==> src/bir_pkg.sv <==
// Shared constants, code values and interface structs for the bilinear resize unit.
// Depends on nothing; the mapper, the blender, the top level and the testbench import it.
package bir_pkg;

    localparam int MAX_COLS  = 256;
    localparam int MAX_ROWS  = 256;
    localparam int FRAC_BITS = 8;

    localparam int COORD_W     = 10;
    localparam int PIX_W       = 8;
    localparam int SIZE_W      = 9;
    localparam int STEP_W      = 24;
    localparam int STEP_FRAC_W = 16;
    localparam int CFG_IDX_W   = 2;
    localparam int CFG_DATA_W  = 24;

    localparam int POS_W       = COORD_W + STEP_W;
    localparam int POS_INT_W   = POS_W - STEP_FRAC_W;
    localparam int ROW_W       = $clog2(MAX_ROWS);
    localparam int COL_W       = $clog2(MAX_COLS);
    localparam int BANK_ADDR_W = (ROW_W - 1) + (COL_W - 1);
    localparam int WGT_W       = FRAC_BITS + 1;
    localparam int HSUM_W      = PIX_W + FRAC_BITS;
    localparam int VSUM_W      = PIX_W + 2 * FRAC_BITS;
    localparam int PIPE_LAT    = 7;

    localparam logic [SIZE_W-1:0] SRC_COLS_RESET = SIZE_W'(256);
    localparam logic [SIZE_W-1:0] SRC_ROWS_RESET = SIZE_W'(256);
    localparam logic [STEP_W-1:0] STEP_RESET     = STEP_W'(26153);

    localparam logic FUNC_WRITE = 1'b0;
    localparam logic FUNC_QUERY = 1'b1;

    typedef enum logic [CFG_IDX_W-1:0] {
        CFG_SRC_COLS = 2'd0,
        CFG_SRC_ROWS = 2'd1,
        CFG_STEP     = 2'd2
    } cfg_index_t;

    typedef struct packed {
        logic [SIZE_W-1:0] src_cols;
        logic [SIZE_W-1:0] src_rows;
        logic [STEP_W-1:0] step_q16;
    } cfg_t;

    // Output of the coordinate mapper. For a write, r0/c0 carry the write
    // address and wpix the pixel.
    typedef struct packed {
        logic                 valid;
        logic                 query;
        logic                 w_ok;
        logic [ROW_W-1:0]     r0;
        logic [ROW_W-1:0]     r1;
        logic [COL_W-1:0]     c0;
        logic [COL_W-1:0]     c1;
        logic [FRAC_BITS-1:0] fy;
        logic [FRAC_BITS-1:0] fx;
        logic [PIX_W-1:0]     wpix;
    } map_t;

    // What the blender needs to pick the four neighbours out of the banks.
    typedef struct packed {
        logic                 valid;
        logic                 r0p;
        logic                 r1p;
        logic                 c0p;
        logic                 c1p;
        logic [FRAC_BITS-1:0] fy;
        logic [FRAC_BITS-1:0] fx;
    } blend_ctrl_t;

endpackage

==> src/bir_blend.sv <==
// Two-axis blender: selects the neighbours from the banks, then weights, sums and rounds.
// Depends on bir_pkg for widths and the blend_ctrl_t struct.
module bir_blend
    import bir_pkg::*;
(
    input  logic              clk,
    input  logic              rst_n,
    input  blend_ctrl_t       ctrl,
    input  logic [PIX_W-1:0]  bank_q [4],
    output logic              done,
    output logic [PIX_W-1:0]  value
);

    localparam int RND_W = VSUM_W + 1;

    blend_ctrl_t ctrl_reg;

    logic              v5_reg;
    logic [HSUM_W-1:0] top_reg;
    logic [HSUM_W-1:0] bot_reg;
    logic [WGT_W-1:0]  wy5_reg;
    logic [WGT_W-1:0]  fy5_reg;
    logic [HSUM_W-1:0] top_next;
    logic [HSUM_W-1:0] bot_next;

    logic              v6_reg;
    logic [VSUM_W-1:0] pa_reg;
    logic [VSUM_W-1:0] pb_reg;

    logic              done_reg;
    logic [PIX_W-1:0]  value_reg;
    logic [PIX_W-1:0]  value_next;

    logic [PIX_W-1:0]  p00;
    logic [PIX_W-1:0]  p01;
    logic [PIX_W-1:0]  p10;
    logic [PIX_W-1:0]  p11;
    logic [WGT_W-1:0]  wx;
    logic [RND_W-1:0]  rnd;
    logic [RND_W-2*FRAC_BITS-1:0] scaled;

    always_ff @(posedge clk or negedge rst_n)
    begin
        if (!rst_n)
        begin
            ctrl_reg <= '0;
            v5_reg   <= 1'b0;
            v6_reg   <= 1'b0;
            done_reg <= 1'b0;
        end
        else
        begin
            ctrl_reg <= ctrl;
            v5_reg   <= ctrl_reg.valid;
            v6_reg   <= v5_reg;
            done_reg <= v6_reg;
        end
    end

    always_ff @(posedge clk)
    begin
        top_reg      <= top_next;
        bot_reg      <= bot_next;
        wy5_reg      <= WGT_W'(1 << FRAC_BITS) - WGT_W'(ctrl_reg.fy);
        fy5_reg      <= WGT_W'(ctrl_reg.fy);
        pa_reg       <= VSUM_W'(top_reg) * VSUM_W'(wy5_reg);
        pb_reg       <= VSUM_W'(bot_reg) * VSUM_W'(fy5_reg);
        value_reg    <= value_next;
    end

    always_comb
    begin
        // Bank index is {row parity, column parity}.
        p00 = bank_q[{ctrl_reg.r0p, ctrl_reg.c0p}];
        p01 = bank_q[{ctrl_reg.r0p, ctrl_reg.c1p}];
        p10 = bank_q[{ctrl_reg.r1p, ctrl_reg.c0p}];
        p11 = bank_q[{ctrl_reg.r1p, ctrl_reg.c1p}];
        wx  = WGT_W'(1 << FRAC_BITS) - WGT_W'(ctrl_reg.fx);

        top_next = HSUM_W'(p00) * HSUM_W'(wx) + HSUM_W'(p01) * HSUM_W'(ctrl_reg.fx);
        bot_next = HSUM_W'(p10) * HSUM_W'(wx) + HSUM_W'(p11) * HSUM_W'(ctrl_reg.fx);

        rnd = RND_W'(pa_reg) + RND_W'(pb_reg) + RND_W'(1 << (2 * FRAC_BITS - 1));
        scaled = rnd[RND_W-1:2*FRAC_BITS];
        value_next = (scaled > (RND_W-2*FRAC_BITS)'(255)) ? PIX_W'(255) : PIX_W'(scaled);
    end

    assign done  = done_reg;
    assign value = value_reg;

endmodule

==> config.mk <==
export PLATFORM = sky130hd
export DESIGN_NAME = bir_blend
export DESIGN_NICKNAME = d
export VERILOG_FILES = /design/src/bir_pkg.sv /design/src/bir_blend.sv
export SDC_FILE = /design/constraint.sdc
export NUM_CORES = 1
export LEC_CHECK = 0
export ABC_AREA = 0
export BUFFER_PORTS_ARGS = -buffer_cell sky130_fd_sc_hd__buf_2
export CAP_MARGIN = 40
export CORE_MARGIN = 3
export CORE_UTILIZATION = 38
export CTS_CLUSTER_SIZE = 24
export DETAILED_ROUTE_END_ITERATION = 6
export PLACE_DENSITY = 0.62
export SYNTH_ARGS = -nofsm -noshare
export SYNTH_HDL_FRONTEND = slang
export SYNTH_SLANG_ARGS = --single-unit
export TNS_END_PERCENT = 100
==> constraint.sdc <==
create_clock -name clk -period 9 [get_ports clk]
set_input_delay 2.7 -clock clk [delete_from_list [all_inputs] [get_ports clk]]
set_output_delay 2.7 -clock clk [all_outputs]
set_load 0.005 [all_outputs]
==> impl_summary.txt <==
----------------------------------------------------
[Synthesis]
  Number of enable flip-flop cells after synthesis ... 0
  Cells after synthesis ... 2301
  Proportion of synthesized chip area in sequential cells ... 0.124
  Cell type contributing the most total cell area after synthesis ... fa_1
  Synth warnings ... 0
  Distinct cell type count of the synthesized netlist ... 55
  Share of the synthesized area in the top cell type ... 0.356
  Area contributors post-synth ... fa_1, ha_1, dfxtp_1, inv_1, and2_1
  Async set-or-reset flop fraction in the synthesized netlist ... 0.188
  Mean instance size in the synthesized netlist ... 9.37 sq um
  Summed instance area of the synthesized netlist ... 21600 sq um
  Post-synthesis sequential element count ... 128
  Dominant register cell in the synthesized netlist ... dfxtp_1
  Net count after synthesis ... 3000

[Critical path]
  Worst-path maximum fanout ... 8
  Cell with the biggest individual delay on the critical path ... fa_1
  Kind of capture point of the worst setup path ... register
  Sequence of cells on the critical path ... buf_2 > mux2_2 > nor2_1 > a21oi_1 > nand2_1 > fa_1 > fa_1 > inv_1 > fa_1 > fa_1 > fa_1 > inv_1 > fa_1 > inv_1 > ha_1 > a21o_1 > a31o_2 > a211oi_1 > o31ai_1 > a21oi_1 > xnor2_1
  Worst reg2reg setup slack ... 1.96 ns
  Critical path data arrival time ... 8.26 ns
  Maximum single-stage delay on the critical path ... 0.56 ns
  Startpoint kind of the worst setup timing path ... primary input
  Worst flop-to-flop path startpoint ... ctrl_reg[0]
  Critical R2R Capture ... top_reg[15]
  CP Data Required Time ... 9.31 ns
  Length in cells of the worst reg-to-reg path ... 24
  Critical path start-end classification ... in2reg
  Cell mode on critical path ... fa_1

[Floorplan]
  # IOs ... 64
  Core area ... 55600 sq um
  Site Rows ... 86
  Die extent in x ... 244 um
  Die area ... 59600 sq um
  Initial cell density of the core ... 0.388
  Vertical die dimension ... 244 um

[Placed design]
  Placed cell areas ... 22800 sq um
  Global placer's final weighted congestion ... 0.864
  DP Worst Slack ... 0.635 ns
  Number of buffers added on ports ... 63
  Half-perimeter wire length after placement ... 40.6 mm

[Layout]
  Final layout net count ... 3037
  Share of layout cells above drive strength 1 ... 0.0685
  Diodes inserted ... 0
  Synth-to-Final Area Change ... 8.32%
  Cell area after layout ... 23400 sq um

[Routing]
  Drt via density ... 4.88
  Met1 WL ... 22.1 mm
  DRC violations left ... 0
  Antenna Nets Post-Route ... 0
  Routed wire length ... 49.5 mm
  Highest metal layer used by the detailed router ... met5
  Wire length per cell after detailed routing ... 16.0 um
  First-pass iteration count of the detailed router ... 5
  Wire length on met2 ... 23.8 mm
  Count of routing violations after the opening detailed-route iteration ... 804
  Met3 WL ... 2.56 mm
  Vias after detailed routing ... 15100

[Timing]
  Tightest Pin Transition ... 0.882 ns
  Setup repair after global routing missed its margin ... no
  Clock Skew ... 0.0173 ns
  Final hold vios ... 0
  PnR worst setup slack ... 1.06 ns
  Peak Freq ... 126 MHz
  Tmin final ... 7.94 ns
  Slew HR ... 0.412
  Period utilization ... 0.883
  Final sum of negative setup slack ... 0 ns
  Count of final setup violators ... 0
  Final-report max-slew violation count ... 0

[Hold path]
  Hold worst-path end ... v5_reg
  Hold path start ... ctrl_reg[20]
  Hold WC Path Type ... reg2reg
  Cell depth of the worst hold path ... 0

[Clock network]
  Number of buffers inserted during clock tree synthesis ... 17
  Number of levels in the clock H-tree ... 4
  Buffer cell driving the clock tree root ... clkbuf_16
  Insertion delay of the later-clocked pin in the worst-skew pair ... 0.45 ns
  Clock tree from TritonCTS ... yes
  Maximum count of clock buffers along a single path ... 2
  Post-CTS Setup Inserts ... 0
  Number of sinks handled by clock tree synthesis ... 128
  Post-cts sizing count ... 0
  Clock edge transition at the registers on the reported setup and hold paths ... 0.06 ns
  Hold-fix buffers, CTS ... 0

[GRT]
  Via count of the first global-routing pass ... 16600
  Overflow left after global routing ... 0
  Number of antenna violations at the first check in global routing ... 1
  Tot GR Track Use ... 0.174
  Maximum number of pins on one net before global-route repair ... 33
  First-pass GRT wire length ... 83.5 mm

[Job]
  Max-cap viol count ... 0

[Outcome]
  Status ... finished, final reports clean

----------------------------------------------------
==> area by class of cell <==
class / count / area [sq um]
Clock inverter: 11 / 130
Timing Repair Buffer: 84 / 495
Sequential cell: 128 / 2680
Multi-Input combinational cell: 1643 / 16900
Fill cell: 5509 / 32300
Tap cell: 748 / 936
Clock buffer: 21 / 450
Inverter: 464 / 1740
==> how the worst max path moves through the flow <==
stage,end,startpoint,cells after the start,slack [ns]
floorplan,top_reg[15],bank_q[13],20,1.12
global placement,top_reg[15],bank_q[31],21,0.63
detailed placement,top_reg[15],bank_q[31],21,0.64
CTS,top_reg[15],bank_q[31],21,1.08
global route,top_reg[15],bank_q[15],21,0.80
finish,top_reg[15],bank_q[31],21,1.06
==> worst max-delay path: cells and delay by family <==
family,cells,cell delay (ns)
muxes,1,0.15
AOI/OAI and AO/OA,6,1.52
and+or+nand+nor,2,0.21
adders and majority gates,7,3.34
buffers and inverters,4,0.25
xor gates and xnor gates,1,0.08
==> logic make-up (layout without fill, tap and decap cells) <==
logic type / Yosys count / in the layout / synth area share
flops: 128 / 128 / 0.124
mux: 32 / 32 / 0.0246
fa+ha+maj: 644 / 644 / 0.507
xor+xnor: 98 / 98 / 0.0398
simple gates: 704 / 704 / 0.160
compound gates: 165 / 165 / 0.0519
buf+inv: 530 / 580 / 0.0922
==> synth_stat cells, types with 16 or more instances <==
cell and instances:
mux4_2 16, inv_1 464, nor2_1 63, nand3_1 17, nand2_1 309, and2_1 255, dfrtp_1 24, dfxtp_1 104
nor3_1 18, xnor2_1 76, a21oi_1 62, fa_1 384, o21ai_0 28, clkbuf_1 63, xor2_1 22, ha_1 260
==> per-stage QoR <==
stage	instances	util	hold slack, ns
final	3099	0.420	0.354
after global routing	3099	0.420	0.366
after CTS	3099	0.420	0.359
after detailed placement	3067	0.409	0.346
after global placement	3062	0.408	0.332
after floorplan	2301	-	0.331
==> routing by layer <==
layer / GRT usage / up-vias
met5: 0 / -
met4: 0.0444 / 2
met3: 0.0245 / 53
met2: 0.297 / 384
met1: 0.232 / 7570
li1: - / 7108
==> layout by cell type, fill, tap and decap left out, types with 9 or more instances in the layout <==
master / n
fa_1: 384
mux4_2: 16
or3_1: 10
nor3_1: 18
buf_2: 63
dfxtp_1: 104
a21o_1: 9
buf_4: 17
nor2_1: 63
xor2_1: 21
nand3_1: 17
and2_1: 255
clkbuf_16: 17
o21a_1: 9
o21ai_0: 28
inv_1: 464
xnor2_1: 73
dfrtp_1: 24
nand2_1: 309
a21oi_1: 62
o21bai_1: 9
ha_1: 260
Power is not shown: default switching activity piles up to over one toggle a cycle in this logic, so the estimate is an artifact.
