`config.mk`:
```
export PLATFORM = sky130hd
export DESIGN_NAME = bir_mapper
export DESIGN_NICKNAME = d
export VERILOG_FILES = /design/src/bir_pkg.sv /design/src/bir_mapper.sv
export SDC_FILE = /design/constraint.sdc
export NUM_CORES = 1
export LEC_CHECK = 0
export ABC_CLOCK_PERIOD_IN_PS = 8100
export BUFFER_PORTS_ARGS = -buffer_cell sky130_fd_sc_hd__buf_2
export CORE_ASPECT_RATIO = 0.8
export CORE_MARGIN = 2
export CORE_UTILIZATION = 25
export DETAILED_ROUTE_END_ITERATION = 10
export SYNTH_ARGS = -nofsm -noshare
export SYNTH_HDL_FRONTEND = slang
export SYNTH_SLANG_ARGS = --single-unit
export TNS_END_PERCENT = 5
```
`constraint.sdc`:
```
create_clock -name clk -period 8.1 [get_ports clk]
set_clock_uncertainty 0.2 [all_clocks]
set_input_delay 0.405 -clock clk [delete_from_list [all_inputs] [get_ports clk]]
set_output_delay 0.405 -clock clk [all_outputs]
set_load 0.05 [all_outputs]
```
`src/bir_pkg.sv`:
```
// Shared constants, code values and interface structs for the bilinear resize unit.
// Depends on nothing; the mapper, the blender, the top level and the testbench import it.
package bir_pkg;

    localparam int MAX_COLS  = 256;
    localparam int MAX_ROWS  = 256;
    localparam int FRAC_BITS = 8;

    localparam int COORD_W     = 10;
    localparam int PIX_W       = 8;
    localparam int SIZE_W      = 9;
    localparam int STEP_W      = 24;
    localparam int STEP_FRAC_W = 16;
    localparam int CFG_IDX_W   = 2;
    localparam int CFG_DATA_W  = 24;

    localparam int POS_W       = COORD_W + STEP_W;
    localparam int POS_INT_W   = POS_W - STEP_FRAC_W;
    localparam int ROW_W       = $clog2(MAX_ROWS);
    localparam int COL_W       = $clog2(MAX_COLS);
    localparam int BANK_ADDR_W = (ROW_W - 1) + (COL_W - 1);
    localparam int WGT_W       = FRAC_BITS + 1;
    localparam int HSUM_W      = PIX_W + FRAC_BITS;
    localparam int VSUM_W      = PIX_W + 2 * FRAC_BITS;
    localparam int PIPE_LAT    = 7;

    localparam logic [SIZE_W-1:0] SRC_COLS_RESET = SIZE_W'(256);
    localparam logic [SIZE_W-1:0] SRC_ROWS_RESET = SIZE_W'(256);
    localparam logic [STEP_W-1:0] STEP_RESET     = STEP_W'(26153);

    localparam logic FUNC_WRITE = 1'b0;
    localparam logic FUNC_QUERY = 1'b1;

    typedef enum logic [CFG_IDX_W-1:0] {
        CFG_SRC_COLS = 2'd0,
        CFG_SRC_ROWS = 2'd1,
        CFG_STEP     = 2'd2
    } cfg_index_t;

    typedef struct packed {
        logic [SIZE_W-1:0] src_cols;
        logic [SIZE_W-1:0] src_rows;
        logic [STEP_W-1:0] step_q16;
    } cfg_t;

    // Output of the coordinate mapper. For a write, r0/c0 carry the write
    // address and wpix the pixel.
    typedef struct packed {
        logic                 valid;
        logic                 query;
        logic                 w_ok;
        logic [ROW_W-1:0]     r0;
        logic [ROW_W-1:0]     r1;
        logic [COL_W-1:0]     c0;
        logic [COL_W-1:0]     c1;
        logic [FRAC_BITS-1:0] fy;
        logic [FRAC_BITS-1:0] fx;
        logic [PIX_W-1:0]     wpix;
    } map_t;

    // What the blender needs to pick the four neighbours out of the banks.
    typedef struct packed {
        logic                 valid;
        logic                 r0p;
        logic                 r1p;
        logic                 c0p;
        logic                 c1p;
        logic [FRAC_BITS-1:0] fy;
        logic [FRAC_BITS-1:0] fx;
    } blend_ctrl_t;

endpackage

```
`src/bir_mapper.sv`:
```
// Coordinate mapper: three register stages from request to clamped neighbour indices.
// Depends on bir_pkg for widths and the cfg_t / map_t structs.
module bir_mapper
    import bir_pkg::*;
(
    input  logic               clk,
    input  logic               rst_n,
    input  logic               accept,
    input  logic               func,
    input  logic [COORD_W-1:0] row,
    input  logic [COORD_W-1:0] col,
    input  logic [PIX_W-1:0]   pixel,
    input  cfg_t               cfg,
    output map_t               map
);

    // Stage 1: captured request.
    logic               v1_reg;
    logic               q1_reg;
    logic [COORD_W-1:0] row1_reg;
    logic [COORD_W-1:0] col1_reg;
    logic [PIX_W-1:0]   pix1_reg;

    // Stage 2: source positions.
    logic               v2_reg;
    logic               q2_reg;
    logic [COORD_W-1:0] row2_reg;
    logic [COORD_W-1:0] col2_reg;
    logic [PIX_W-1:0]   pix2_reg;
    logic [POS_W-1:0]   pos_r2_reg;
    logic [POS_W-1:0]   pos_c2_reg;

    // Stage 3: indices.
    map_t map_reg;
    map_t map_next;

    logic [SIZE_W-1:0]    rows_m1;
    logic [SIZE_W-1:0]    cols_m1;
    logic [ROW_W-1:0]     last_row;
    logic [COL_W-1:0]     last_col;
    logic [POS_INT_W-1:0] ip_r;
    logic [POS_INT_W-1:0] ip_c;

    always_ff @(posedge clk or negedge rst_n)
    begin
        if (!rst_n)
        begin
            v1_reg  <= 1'b0;
            v2_reg  <= 1'b0;
            map_reg <= '0;
        end
        else
        begin
            v1_reg  <= accept;
            v2_reg  <= v1_reg;
            map_reg <= map_next;
        end
    end

    always_ff @(posedge clk)
    begin
        q1_reg     <= func;
        row1_reg   <= row;
        col1_reg   <= col;
        pix1_reg   <= pixel;
        q2_reg     <= q1_reg;
        row2_reg   <= row1_reg;
        col2_reg   <= col1_reg;
        pix2_reg   <= pix1_reg;
        pos_r2_reg <= POS_W'(row1_reg) * POS_W'(cfg.step_q16);
        pos_c2_reg <= POS_W'(col1_reg) * POS_W'(cfg.step_q16);
    end

    always_comb
    begin
        // A size of zero acts as one; a size above the store acts as its maximum.
        rows_m1 = (cfg.src_rows == '0) ? '0 : cfg.src_rows - SIZE_W'(1);
        cols_m1 = (cfg.src_cols == '0) ? '0 : cfg.src_cols - SIZE_W'(1);
        last_row = (rows_m1 > SIZE_W'(MAX_ROWS - 1)) ? ROW_W'(MAX_ROWS - 1)
                                                     : ROW_W'(rows_m1);
        last_col = (cols_m1 > SIZE_W'(MAX_COLS - 1)) ? COL_W'(MAX_COLS - 1)
                                                     : COL_W'(cols_m1);

        ip_r = pos_r2_reg[POS_W-1:STEP_FRAC_W];
        ip_c = pos_c2_reg[POS_W-1:STEP_FRAC_W];

        map_next.valid = v2_reg;
        map_next.query = (q2_reg == FUNC_QUERY);
        map_next.w_ok  = (row2_reg < COORD_W'(MAX_ROWS)) && (col2_reg < COORD_W'(MAX_COLS));
        map_next.wpix  = pix2_reg;
        map_next.fy    = pos_r2_reg[STEP_FRAC_W-1 -: FRAC_BITS];
        map_next.fx    = pos_c2_reg[STEP_FRAC_W-1 -: FRAC_BITS];

        if (q2_reg == FUNC_QUERY)
        begin
            map_next.r0 = (ip_r > POS_INT_W'(last_row)) ? last_row : ROW_W'(ip_r);
            map_next.r1 = (ip_r >= POS_INT_W'(last_row)) ? last_row
                                                         : ROW_W'(ip_r) + ROW_W'(1);
            map_next.c0 = (ip_c > POS_INT_W'(last_col)) ? last_col : COL_W'(ip_c);
            map_next.c1 = (ip_c >= POS_INT_W'(last_col)) ? last_col
                                                         : COL_W'(ip_c) + COL_W'(1);
        end
        else
        begin
            map_next.r0 = ROW_W'(row2_reg);
            map_next.r1 = ROW_W'(row2_reg);
            map_next.c0 = COL_W'(col2_reg);
            map_next.c1 = COL_W'(col2_reg);
        end
    end

    assign map = map_reg;

`ifndef SYNTH
    // The banked read relies on floor+1 being either the next index or the clamp.
    assert property (@(posedge clk) disable iff (!rst_n)
        map_reg.valid && map_reg.query |->
            (map_reg.r1 == map_reg.r0) || (map_reg.r1 == map_reg.r0 + ROW_W'(1)))
        else $error("row neighbours are not adjacent");
    assert property (@(posedge clk) disable iff (!rst_n)
        map_reg.valid && map_reg.query |->
            (map_reg.c1 == map_reg.c0) || (map_reg.c1 == map_reg.c0 + COL_W'(1)))
        else $error("column neighbours are not adjacent");
    assert property (@(posedge clk) disable iff (!rst_n)
        map_reg.valid && map_reg.query |->
            (map_reg.r0 <= map_reg.r1) && (map_reg.c0 <= map_reg.c1))
        else $error("floor neighbour lies beyond the floor+1 neighbour");
`endif

endmodule

```
==> impl_metrics.toml, run 1 <==
[cells_and_area]
synthToLayoutAreaGrowth_pct = 13.0
largest_reg_flops = 59
layout.nets = 2792
final_area_um2 = 22700
drive_above_1_share_pct = 9.15
final-seq-area_um2 = 3730
final_cells = 3264
multiInputGateArea_um2 = 14700
fillers = 8305

[clock_tree]
cts.sinks = 171
insertion_delay_ps = 490
clk_path_buf_depth = 2
clk_pin_slew_ps = 80
numCtsBuffers = 17
h-tree-depth = 4
cts_root_buffer = "clkbuf_16"
cts_tree = "built"
ctsResizeCount = 0

[logic_synthesis]
synthesis.instances = 2126
synth_warnings = 0
synth_top_cell_by_area = "fa_1"
synth.top_cells.by_area = "fa_1 (35%), dfxtp_1 (11%), ha_1 (9.7%)"
synth_xor_xnor_area_share_pct = 3.19
synth_fa_ha_area_share_pct = 44.3
async_flop_share_pct = 35.7
netlist.area_leader.share_pct = 34.5
synth_top_family_by_area = "adder cells"
synthSimpleGateAreaFrac_pct = 17.4
synth_nets = 2702
synth_compound_area_share_pct = 7.56
synth.distinct_cells = 68
yosysSeqAreaShare_pct = 18.6
synth.ff_latch_count = 171
synth_edf_count = 0
yosysMostFrequentCell = "fa_1"
syn_area_per_cell_um2 = 9.44
synth_mux_area_share_pct = 0.636
synth-main-ff-cell = "dfxtp_1"
syn_area_um2 = 20100
synthTopCellsByCount = "fa_1 (346), inv_1 (342), nand2_1 (303)"

[setup_path]
crit_chain = "buf_4 > nand2_1 > fa_1 > inv_1 > fa_1 > inv_1 > fa_1 > fa_1 > fa_1 > inv_1 > ha_1 > nand2_1 > o21ai_0 > a211oi_2 > or3b_1 > a211oi_2 > o21ai_0 > a222oi_1"
cp-start-kind = "flop"
worst-setup-path-type = "flop to flop"
worstPathArrival_ps = 6410
worst_r2r_path_depth = 18
required_ps = 8280
crit_slowest_cell = "dfxtp_1"
cpPeakStageDelay_ps = 810
cp_num_cells = 18
end_kind = "flop"
cp_num_buf_inv = 4
path_max_fanout = 15
path_delay_family = "adder cells"
worst_path_most_repeated_cell = "fa_1"

[detailed_routing]
wl_per_cell_um = 16.0
drt.antenna.violating_nets = 0
vias_per_cell = 4.38
drc = 0
drt_iter0_markers = 819
dr.pass1.iters = 5
drt-total-wl_um = 52100
dr_total_vias = 14300

[power]
leakage_nw = 11.0
internal_power_w = 0.00427
p_comb_share_pct = 73.7
power.share.switching_pct = 49.2
switching_power_w = 0.00413
clockPowerShare_pct = 10.9
power.density_nw_per_um2 = 371
ir_worst_vdd_mv = 0.222
power_frac_seq_pct = 15.4

[floorplanning]
coreArea_um2 = 79100
die_x_um = 321
floorplan.initialDensity_pct = 25.4
die_area_um2 = 82500
io_pins = 133
fp.dieH_um = 257
num_rows = 92

[sta]
fin_tns_setup_ps = 0
hold_viol_final = 0
rsz0062_at_grt = "no"
tightest_slew_ps = 1050
setup_viol = 0
max-slew-margin-rel_pct = 29.8
period_needed_ps = 6220
layout_setup_ws_ps = 1880
fmax_mhz = 161
drv_slew = 0
final.period_utilization_pct = 76.8
whs_ps = 120

[grt]
antenna_found_initial = 3
track_usage_pct = 13.3
grt_max_degree = 51
grt_pass1_vias = 15300
grt-ovfl-total = 0
grt_pass1_wl_um = 86000

[placed_design]
place_inst = 3200
dpl-instance-area_um2 = 21700
gp_congestion = 0.826
dp_slack_ps = 1910
io_buffers = 132
post-dp-hpwl_um = 40000

[hold_path]
hold_path.class = "input port to asynchronous set/reset pin"

[run]
max-cap-violations = 0

[run_status]
status = "finished clean"
==> cell type report <==
| type | instances | share of cell area [%] |
|---|---|---|
| Clock buffer | 18 | 1.89 |
| Timing Repair Buffer | 175 | 4.69 |
| Tap cell | 1034 | 5.71 |
| Inverter | 342 | 5.66 |
| Sequential cell | 171 | 16.5 |
| Clock inverter | 14 | 0.894 |
| Multi-Input combinational cell | 1509 | 64.7 |
| Antenna cell | 1 | 0.0110 |
==> cell usage in the layout, fill, tap and decap left out, types with 17 or more instances in the layout <==
master,synthesis,final
fa_1,346,346
inv_1,342,342
nand2_1,303,303
and2_1,225,225
ha_1,156,156
buf_2,0,131
dfxtp_1,110,110
dfrtp_1,61,61
a21oi_1,59,59
nor2_1,49,49
xnor2_1,46,46
o21ai_0,38,38
dlygate4sd3_1,0,31
xor2_1,27,27
nor3_1,25,25
nand3_1,21,21
a21o_1,21,21
o21a_1,20,20
o31ai_1,17,17
clkbuf_16,0,17
==> cells by family after synthesis <==
| kind of cell | Yosys count |
|---|---|
| flip-flops | 171 |
| AO/OA/AOI/OAI | 221 |
| adder cells (fa/ha/maj) | 502 |
| AND/OR/NAND/NOR | 701 |
| multiplexers | 12 |
| buffers and inverters | 446 |
| XOR/XNOR | 73 |
==> routing by layer <==
layer	track usage [%]	share of wire (%)
met5	0	0
met4	2.65	1.1
met3	2.78	5.5
met2	21.0	45
met1	18.8	48
==> stage by stage <==
| stage | total power, W | utilization [%] |
|---|---|---|
| 5_1_grt | 0.00942 | 28.7 |
| 2_1_floorplan | 0.00605 | - |
| 6_report | 0.00841 | 28.7 |
| 3_5_place_dp | 0.00750 | 27.5 |
| 3_3_place_gp | 0.00751 | 27.5 |
| 4_1_cts | 0.00852 | 28.7 |
==> power by group through the flow <==
stage / logic (W) / clock network [W] / registers [W]
finish: 0.00620 / 0.000914 / 0.00130
global route: 0.00710 / 0.000987 / 0.00132
CTS: 0.00626 / 0.000956 / 0.00130
detailed placement: 0.00618 / 0 / 0.00132
global placement: 0.00619 / 0 / 0.00132
floorplan: 0.00460 / 0 / 0.00145
==> repair_timing <==
item	CTS	global route
endpoints found under the hold margin	41	0
hold buffers	31	0
setup buffers	0	0
==> path summary, 6_finish.rpt <==
path / startpoint / end / slack (ps)
setup / recovery: row1_reg[2] / pos_r2_reg[26] / 1880
hold / removal: rst_n / map[22] / 120
setup reg to reg: row1_reg[2] / pos_r2_reg[26] / 1880
hold reg to reg: pos_r2_reg[14] / map[22] / 120
max in group asynchronous: rst_n / map[54] / 6590
min in group clk: pos_r2_reg[14] / map[22] / 120
(Power assumes the default switching activity.)
==> run 2: changes to the inputs <==
- ABC_CLOCK_PERIOD_IN_PS: 8100 -> 5600
- clock period: 8.1 -> 5.6 ns (I/O delays scaled with it)
==> run 2 against run 1 <==
Effect of this change:
- count of clock-buffer cells in the layout unchanged
- sequential power increased by 43%
- non-clock buffer count increased by 181
- largest cell class unchanged
- highest routed layer unchanged
- utilization increased by 2.6 points
- wire length increased by 4.6%
==> impl_metrics.toml, run 2 (same netlist as run 1, synthesis figures left out) <==
[run_status]
status = "finished clean"

[power]
internal_power_w = 0.00774
power.share.switching_pct = 46.3
p_comb_share_pct = 77.6
power.density_nw_per_um2 = 584
ir_worst_vdd_mv = 0.358
power_frac_seq_pct = 12.9
finalPower_w = 0.0144
leakage_nw = 12.0
switching_power_w = 0.00667
clockPowerShare_pct = 9.5

[sta]
drv_slew = 0
rsz0062_at_grt = "yes"
hold_viol_final = 0
max-slew-margin-rel_pct = 31.2
final.period_utilization_pct = 98.8
tightest_slew_ps = 1020
setup_viol = 0
fmax_mhz = 181
period_needed_ps = 5530

[hold_path]
hold_path.class = "flop to flop"
hold_depth = 0

[grt]
antenna_found_initial = 2
grt_pass1_vias = 15600
grt_max_degree = 48
grt-ovfl-total = 0
track_usage_pct = 13.5
grt_pass1_wl_um = 87100

[cells_and_area]
drive_above_1_share_pct = 18.1
synthToLayoutAreaGrowth_pct = 23.1
num_antenna_cells = 0
largest_reg_flops = 59
layout.nets = 2973
final_area_um2 = 24700
layout.cells.most_common = "fa_1"
final_core_util_pct = 31.2
mostFrequentLayoutCells = "fa_1 (342), inv_1 (339), nand2_1 (302), and2_1 (223), buf_4 (161)"

[placed_design]
io_buffers = 132
post-dp-hpwl_um = 43500
gp_congestion = 0.844
dpl-instance-area_um2 = 23200

[detailed_routing]
drt.antenna.violating_nets = 0
drc = 0
vias_per_cell = 4.33
dr.pass1.iters = 5
wl_per_cell_um = 15.8
drt_iter0_markers = 891
drt-total-wl_um = 54500
dr_total_vias = 14900

[setup_path]
end_kind = "flop"
crit_slowest_cell = "fa_1"
crit_chain = "buf_4 > buf_4 > and2_1 > fa_1 > fa_1 > fa_1 > fa_1 > inv_1 > fa_1 > inv_1 > ha_1 > a21oi_2 > o21ai_2 > a2111oi_4 > nand4_4 > a311oi_4 > a31oi_1 > xor2_1"
cp-start-kind = "flop"
required_ps = 5780
path_max_fanout = 6
worst-setup-path-type = "flop to flop"
worst_path_most_repeated_cell = "fa_1"
cpPeakStageDelay_ps = 500
worst_r2r_path_depth = 18
worstPathArrival_ps = 5710

[clock_tree]
clk_pin_slew_ps = 80
h-tree-depth = 4
clk_path_buf_depth = 2
insertion_delay_ps = 500
cts_tree = "built"
cts_root_buffer = "clkbuf_16"
numCtsBuffers = 17
cts.sinks = 171

[floorplanning]
fp.dieH_um = 257
coreArea_um2 = 79100
die_area_um2 = 82500
num_rows = 92
io_pins = 133
die_x_um = 321
floorplan.initialDensity_pct = 25.4

[run]
max-cap-violations = 0
## run 2: through the flow
stage / cells / hold WS, ps / worst slack [ps] / setup TNS (ps)
final: 3444 / 117 / 67.4 / 0
after global routing: 3444 / 134 / -109 / -648
after CTS: 3426 / 99.5 / -55.9 / -126
after detailed placement: 3362 / -12.6 / -209 / -1130
after global placement: 3362 / -10.0 / -89.3 / -421
after floorplan: 2126 / -216 / 10.8 / 0
## run 2: repair_timing
| item | CTS | global route |
|---|---|---|
| hold endpoints to repair | 57 | 0 |
| setup endpoints to repair | 12 | 30 |
| resized for setup | 6 | 71 |
| setup buffers | 0 | 15 |
| pin swaps | 0 | 29 |
| hold buffers | 32 | 0 |
| gates cloned | 0 | 3 |
## run 2: final cells by class
type	count	area (um2)
Clock buffer	18	429
Clock inverter	14	209
Fill cell	8147	54400
Inverter	342	1280
Multi-Input combinational cell	1509	14900
Sequential cell	171	3770
Tap cell	1034	1290
Timing Repair Buffer	356	2810
## run 2: path summary, 6_finish.rpt
kind / start / endpoint / slack (ps)
hold / removal: pix1_reg[7] / pix2_reg[7] / 120
hold reg to reg: pix1_reg[7] / pix2_reg[7] / 120
setup reg to reg: col1_reg[4] / pos_c2_reg[32] / 70
max in group asynchronous: rst_n / map[19] / 3730
setup / recovery: col1_reg[4] / pos_c2_reg[32] / 70
min in group asynchronous: rst_n / map[14] / 260
## run 2: power groups by stage
stage / combinational [W] / sequential (W) / clock, W
final: 0.0112 / 0.00186 / 0.00137
after global routing: 0.0126 / 0.00190 / 0.00148
after CTS: 0.0105 / 0.00188 / 0.00143
after detailed placement: 0.0104 / 0.00190 / 0
after global placement: 0.0103 / 0.00190 / 0
after floorplan: 0.00666 / 0.00210 / 0
## run 2: routing by layer
metal  vias to the layer above  global-route usage, %  part of all wire, %
met5                         -                      0                    0
met4                         0                   3.35                  2.1
met3                        60                   2.81                  5.5
met2                       356                   20.8                   45
met1                      7338                   19.3                   48
li1                       7142                      -                    -
## run 2: critical path: cells and delay by family, from the launching register on
family                   cells  cell delay [ps]
flip-flops                   1              380
buffers and inverters        4              380
AO/OA/AOI/OAI                5             1190
XOR/XNOR                     1              180
adder cells (fa/ha/maj)      6             2730
AND/OR/NAND/NOR              2              350
